### src/hdl/trb_pkg.sv
`default_nettype none
// ----------------------------------------------------------------------------
// trb_pkg: shared types and constants for the timestamp reorder buffer
// Holds the event record, field widths and the controller/datapath interface.
// ----------------------------------------------------------------------------
package trb_pkg;

    localparam int unsigned DEPTH   = 64;
    localparam int unsigned IDX_W   = $clog2(DEPTH);
    localparam int unsigned CNT_W   = $clog2(DEPTH + 1);
    localparam int unsigned LIMIT_W = 7;
    localparam int unsigned TS_W    = 47;
    localparam int unsigned TS_POS  = 31;
    localparam logic [31:0] CNT_MAX = 32'hFFFF_FFFF;
    localparam logic [LIMIT_W-1:0] LIMIT_RESET = LIMIT_W'(64);

    typedef logic [2:0] t_status;
    localparam t_status ST_STORED  = 3'd0;
    localparam t_status ST_EMITTED = 3'd1;
    localparam t_status ST_DISCARD = 3'd2;
    localparam t_status ST_FLUSHED = 3'd3;
    localparam t_status ST_EMPTY   = 3'd4;

    localparam logic OP_ADD   = 1'b0;
    localparam logic OP_FLUSH = 1'b1;

    typedef struct packed {
        logic [TS_W-1:0] ts;
        logic [15:0]     board;
        logic [15:0]     channel;
        logic [31:0]     energy;
    } t_event;

    // controller to datapath
    typedef struct packed {
        logic load;      // capture the incoming event
        logic insert;    // insert the captured event (one shift step)
        logic pop;       // remove head, shift down
        logic clear;     // empty the store
        logic count_dis; // bump the discard counter
    } t_cmd;

    // datapath to controller
    typedef struct packed {
        logic [CNT_W-1:0] occ;
        logic             older; // captured ts below head
    } t_stat;

endpackage
`default_nettype wire

### src/hdl/trb_ctrl.sv
`default_nettype none
// ----------------------------------------------------------------------------
// trb_ctrl: sequencer for the reorder buffer
// Decodes each command, steps the store and drives the result strobe.
// ----------------------------------------------------------------------------
module trb_ctrl (
    input  wire logic                     i_clk,
    input  wire logic                     i_rst_n,
    input  wire logic                     i_start,
    input  wire logic                     i_opcode,
    input  wire logic [trb_pkg::LIMIT_W-1:0] i_limit,
    input  wire trb_pkg::t_stat           i_stat,
    input  wire trb_pkg::t_event          i_head,
    output logic                          o_busy,
    output trb_pkg::t_cmd                 o_cmd,
    output logic                          o_valid,
    output trb_pkg::t_status              o_status,
    output trb_pkg::t_event               o_event,
    output logic                          o_last
);
    import trb_pkg::*;

    typedef enum logic [1:0] {S_IDLE, S_ADD, S_FIX, S_FLUSH} t_state;

    t_state           r_state;
    logic [CNT_W-1:0] w_lim;
    logic             w_full;
    logic             r_pend; // emitted add still has to insert

    // clamp the limit to 1..DEPTH
    always_comb begin
        if (i_limit == '0) begin
            w_lim = CNT_W'(1);
        end else if (32'(i_limit) > DEPTH) begin
            w_lim = CNT_W'(DEPTH);
        end else begin
            w_lim = CNT_W'(i_limit);
        end
        w_full = i_stat.occ >= w_lim;
    end

    assign o_busy = (r_state != S_IDLE);

    // command decode
    always_comb begin
        o_cmd = '0;
        o_cmd.load = (r_state == S_IDLE) && i_start;
        case (r_state)
            S_ADD: begin
                if (!w_full) begin
                    o_cmd.insert = 1'b1;
                end else if (i_stat.older) begin
                    o_cmd.count_dis = 1'b1;
                end else begin
                    o_cmd.pop = 1'b1;
                end
            end
            S_FIX:   o_cmd.insert = r_pend;
            S_FLUSH: begin
                o_cmd.pop   = (i_stat.occ != '0);
                o_cmd.clear = (i_stat.occ <= CNT_W'(1));
            end
            default: ;
        endcase
    end

    // state and result registers
    always_ff @(posedge i_clk) begin
        if (!i_rst_n) begin
            r_state <= S_IDLE;
            o_valid <= 1'b0;
            r_pend  <= 1'b0;
        end else begin
            o_valid <= 1'b0;
            case (r_state)
                S_IDLE: begin
                    if (i_start) begin
                        r_state <= (i_opcode == OP_FLUSH) ? S_FLUSH : S_ADD;
                    end
                end
                S_ADD: begin
                    o_valid  <= 1'b1;
                    o_last   <= 1'b1;
                    o_event  <= '0;
                    r_pend   <= 1'b0;
                    r_state  <= S_IDLE;
                    if (!w_full) begin
                        o_status <= ST_STORED;
                    end else if (i_stat.older) begin
                        o_status <= ST_DISCARD;
                    end else begin
                        o_status <= ST_EMITTED;
                        o_event  <= i_head;
                        r_pend   <= 1'b1;
                        r_state  <= S_FIX;
                    end
                end
                S_FIX: begin
                    r_pend  <= 1'b0;
                    r_state <= S_IDLE;
                end
                S_FLUSH: begin
                    o_valid <= 1'b1;
                    o_last  <= (i_stat.occ <= CNT_W'(1));
                    if (i_stat.occ == '0) begin
                        o_status <= ST_EMPTY;
                        o_event  <= '0;
                    end else begin
                        o_status <= ST_FLUSHED;
                        o_event  <= i_head;
                    end
                    if (i_stat.occ <= CNT_W'(1)) begin
                        r_state <= S_IDLE;
                    end
                end
                default: r_state <= S_IDLE;
            endcase
        end
    end
endmodule
`default_nettype wire

### config.mk
export PLATFORM = sky130hd
export DESIGN_NAME = trb_ctrl
export DESIGN_NICKNAME = d
export VERILOG_FILES = /design/src/hdl/trb_pkg.sv /design/src/hdl/trb_ctrl.sv
export SDC_FILE = /design/constraint.sdc
export NUM_CORES = 1
export LEC_CHECK = 0
export ABC_AREA = 0
export BUFFER_PORTS_ARGS = -buffer_cell sky130_fd_sc_hd__buf_2
export CAP_MARGIN = 40
export CELL_PAD_IN_SITES_DETAIL_PLACEMENT = 1
export CELL_PAD_IN_SITES_GLOBAL_PLACEMENT = 2
export CORE_MARGIN = 2
export CORE_UTILIZATION = 25
export DETAILED_ROUTE_END_ITERATION = 7
export GPL_TIMING_DRIVEN = 0
export HOLD_SLACK_MARGIN = 0.06
export PLACE_DENSITY = 0.81
export REMOVE_ABC_BUFFERS = 1
export SLEW_MARGIN = 20
export SYNTH_ARGS = -nofsm -noshare
export SYNTH_HDL_FRONTEND = slang
export SYNTH_SLANG_ARGS = --single-unit
### constraint.sdc
create_clock -name i_clk -period 4.2 [get_ports i_clk]
set_clock_uncertainty 0.2 [all_clocks]
set_input_delay 0.84 -clock i_clk [delete_from_list [all_inputs] [get_ports i_clk]]
set_output_delay 0.84 -clock i_clk [all_outputs]
set_load 0.1 [all_outputs]
## After elaboration in Yosys (flattened, before gate mapping)

Index checks and enable logic that the tools add are counted.
W data, S select, Z words.

- Bits of input ports: 130
- Word-level logic and storage cells: 56
- Flip-flop bits (word level): 119

- Reduce and logical (&&, ||, !) cells: 11
- Equality and inequality tests: 5
- Order comparisons: 3
- Multiplexer cells: 28

Operators by type and width:

| kind | number |
|---|---|
| $mux W111 | 3 |
| $pmux W111 S2 | 1 |
| $logic_not A7 Y1 | 2 |
| $mux W2 | 7 |
| $mux W7 | 2 |
| $mux W1 | 8 |
| $pmux W1 S2 | 4 |
| $pmux W2 S4 | 1 |
| $ge A7 B7 Y1 | 1 |
| $gt A7 B7 Y1 const B | 1 |
| $le A7 B1 Y1 const B | 1 |
| $reduce_bool A7 Y1 | 1 |
| $pmux W3 S2 | 1 |
| $reduce_bool A2 Y1 | 3 |
| $eq A2 B2 Y1 const B | 2 |
| $ne A2 B2 Y1 const B | 2 |
| $reduce_and A2 Y1 | 2 |
| $mux W3 | 1 |
| $eq A2 B1 Y1 const B | 1 |
| $logic_not A2 Y1 | 1 |
| $reduce_or A2 Y1 | 1 |
| $logic_and A1 B1 Y1 | 1 |

## Logic depth before layout (Yosys ltp)

- Word-level depth: 6
- Depth in mapped cells: 11
- Gate-level depth less buffers: 9

## Least setup slack after synthesis

Ideal clock, no wire load.

- Path type: input-to-reg
- Start: in i_rst_n
- End: reg o_event[0] (netlist bit) (enable)
- Arrival time: 3431 ps
- Data required time: 3517 ps
- Path slack: 86 ps
- Buffers on the path: 0
- Library setup time: 483 ps
- Cell stages on the path: 1
- Cells stage by stage: o21a_1

- Longest elaborated chain between the ends: 1

Ends and longest elaborated chain:

| element | RTL line | RTL |
|---|---|---|
| from (decl) | trb_ctrl.sv:8 | `input wire logic i_rst_n,` |
| $reduce_and A2 Y1 (no source line) | n/a |  |
| to (signal assigned) | trb_ctrl.sv:93 | `o_event <= i_head;` |
| to (signal assigned) | trb_ctrl.sv:110 | `o_event <= i_head;` |
| to (decl) | trb_ctrl.sv:18 | `output trb_pkg::t_event o_event,` |

Every way passes these cells.
A chain may end at the register's enable or synchronous reset.

==> impl_metrics.env <==
export IMPL_cp_data_arrival_time_ns=2.88
export IMPL_fillers=2062
export IMPL_post_route_util_pct=37.4
export IMPL_io_pin_count=252
export IMPL_nets=717
export IMPL_cp_data_required_time_ns=3.16
export IMPL_ant_nets=0
export IMPL_path_clk_slew_ns=0.06
export IMPL_gp_congestion=0.767
export IMPL_r2r_cells=6
export IMPL_hold_slack_ns=0.284
export IMPL_seq_area_um2=3530
export IMPL_cts_setup_buffers=0
export IMPL_grt_pass1_vias=3604
export IMPL_yosysTopAreaCellShare_pct=72.4
export IMPL_synth_top_cell_by_area="edfxtp_1"
export IMPL_slew_violations=0
export IMPL_drive_gt1_share_pct=49.5
export IMPL_rsz0062_at_grt="false"
export IMPL_power_total_mw=4.96
export IMPL_ys_types=29
export IMPL_cts_buffer_depth=2
export IMPL_cap_violations=0
export IMPL_slew_headroom_pct=57.0
export IMPL_power_share_clock_pct=28.8
export IMPL_postSynthAreaPerCell_um2=15.3
export IMPL_power_density_nw_per_um2=709
export IMPL_fp_coreArea_um2=18700
export IMPL_yosysMostFrequentCell="edfxtp_1"
export IMPL_power_net_switching_mw=2.21
export IMPL_drc=0
export IMPL_ir_drop_v=0.000436
export IMPL_die_w_um=142
export IMPL_synth_edff_count=115
export IMPL_syn_inst=312
export IMPL_grt_overflow_total=0
export IMPL_hpwl_um=10000
export IMPL_grtUsageTotal_pct=12.7
export IMPL_postPlaceCellArea_um2=6400
export IMPL_cellLeakagePower_nw=2.91
export IMPL_vias=3429
export IMPL_worstHoldPathType="reg -> reg"
export IMPL_timing_fmax_mhz=255
export IMPL_cp_start_kind="input port"
export IMPL_multi_input_area_um2=1130
export IMPL_grt_pass1_wl_um=19400
export IMPL_fp_row_count=50
export IMPL_clock_sinks=119
export IMPL_grt_start_max_net_pins=53
export IMPL_drt_iter0_drc=58
export IMPL_initial_utilization_pct=25.5
export IMPL_numCtsBuffers=17
export IMPL_hold_buffers=0
export IMPL_cts_root_buf="clkbuf_16"
export IMPL_pwr_share_seq_pct=32.3
export IMPL_fin_area_um2=6990
export IMPL_crit_type="in -> out"
export IMPL_synth_area_um2=4770
export IMPL_endpoint_kind="output pin"
export IMPL_finalCritPeriodShare_pct=93.3
export IMPL_worstHoldPathCells=2
export IMPL_synth_common_cells="edfxtp_1, nor2b_1, ha_1, nand2_1, buf_4"
export IMPL_crit_fanout=6
export IMPL_final_cells=823
export IMPL_cts_repair_resize_count=0
export IMPL_yosysSeqAreaShare_pct=74.1
export IMPL_synth_top_flop_cell="edfxtp_1"
export IMPL_drt_wl_total_um=13000
export IMPL_syn_to_final_growth_pct=46.5
export IMPL_die_h_um=142
export IMPL_status="complete, no violations"
export IMPL_ys_warn_count=0
export IMPL_final_hold_violation_count=0
export IMPL_design_die_area_um2=20200
export IMPL_period_minus_slack_ns=3.92
export IMPL_dp_cells=790
export IMPL_routedWlPerCell_um=15.8
export IMPL_netlist_top_cells_area="edfxtp_1, nor2b_1, ha_1"
export IMPL_p_int_mw=2.75
export IMPL_setup_viol=0
export IMPL_drtPass1Iterations=4
export IMPL_clkLatencyLatePin_ns=0.41
export IMPL_cts_tree="built"
export IMPL_yosys_register_bits=119
export IMPL_max_slew_worst_pin_slew_ns=0.643
export IMPL_swShare_pct=44.6
export IMPL_io_buffers=251
export IMPL_htreeDepth=4
export IMPL_power_frac_comb_pct=38.9
export IMPL_antenna_found_initial=1
export IMPL_synthArstFlopShare_pct=0
export IMPL_vias_per_cell=4.17
power by group through the flow:
| stage | combinational, mW | clock, mW | sequential (mW) |
|---|---|---|---|
| global placement | 1.86 | 0 | 1.66 |
| floorplan | 0.371 | 0 | 2.82 |
| finish | 1.93 | 1.43 | 1.60 |
| CTS | 1.95 | 1.47 | 1.61 |
| detailed placement | 1.95 | 0 | 1.63 |
| global route | 2.01 | 1.52 | 1.62 |
placed cells by master, fill, tap and decap left out, drive strengths merged, types with 2 or more instances in the layout:
cell type,synthesis,layout
inv,8,10
nand2b,2,2
clkinvlp,0,3
edfxtp,115,115
ha,12,12
o21a,2,2
bufinv,0,2
dfxtp,4,4
a21oi,3,3
a31oi,2,2
buf,12,257
clkinv,0,8
nor3,2,2
a21boi,2,2
nand2,12,12
o21ai,5,5
nor2,7,7
nor2b,112,112
clkbuf,1,17
and2,2,2
final cells by class:
cell class	instances	share of cell area [%]
Sequential cell	119	50.6
Clock inverter	15	2.22
Multi-Input combinational cell	172	16.2
Tap cell	234	4.19
Inverter	8	0.430
Antenna cell	1	0.0358
Timing Repair Buffer	257	20.2
Clock buffer	17	6.09
registers in the layout (all words and copies together) (netlist names):
| register | count |
|---|---|
| r_state | 2 |
| o_status | 3 |
| o_valid | 1 |
| o_event | 111 |
| o_last | 1 |
| r_pend | 1 |
cell families (layout without fill, tap and decap cells):
| logic type | Yosys count | count (layout) | share of synthesized area (%) |
|---|---|---|---|
| multiplexers | 1 | 1 | 0.210 |
| flip-flops | 119 | 119 | 74.1 |
| AO/OA/AOI/OAI | 17 | 17 | 2.47 |
| AND/OR/NAND/NOR | 142 | 142 | 17.7 |
| adder cells (fa/ha/maj) | 12 | 12 | 3.15 |
| other | 0 | 1 | 0 |
| buffers and inverters | 21 | 297 | 2.44 |
critical path: stages:
cell and delay [ns]:
buf_2 0.12, nor3_1 0.21, a21oi_1 0.10, nor2_1 0.12
ha_1 0.24, nand2b_1 0.14, a31oi_1 0.20, o21bai_2 0.17
o21ai_0 0.16, and2_1 0.15, buf_2 0.43
per-stage QoR:
step | setup slack (ns) | setup TNS (ns)
2_1_floorplan | -0.584 | -65.11
3_3_place_gp | -2.52 | -393.37
3_5_place_dp | 0.266 | 0
4_1_cts | 0.255 | 0
5_1_grt | 0.0669 | 0
6_report | 0.283 | 0
path summary, 6_finish.rpt:
check,slack [ns],end,from
max,0.28,o_cmd[3],i_limit[1]
min,0.28,r_pend$_SDFFE_PN0P_,r_pend$_SDFFE_PN0P_
max reg2reg,1.79,o_event[81]$_DFFE_PP_,r_state[0]$_SDFFE_PN0P_
min reg2reg,0.28,r_pend$_SDFFE_PN0P_,r_pend$_SDFFE_PN0P_
routing by layer:
metal | vias to the layer above | wire (um) | share of wire (%) | global-route usage [%]
met4 | 0 | 178 | 1.4 | 4.58
met1 | 1633 | 5270 | 40 | 14.4
met2 | 162 | 6350 | 49 | 21.3
li1 | 1619 | - | - | -
met3 | 15 | 1250 | 9.6 | 5.45
met5 | - | 0 | 0 | 0
No activity file was read; power rests on OpenSTA's default activity.
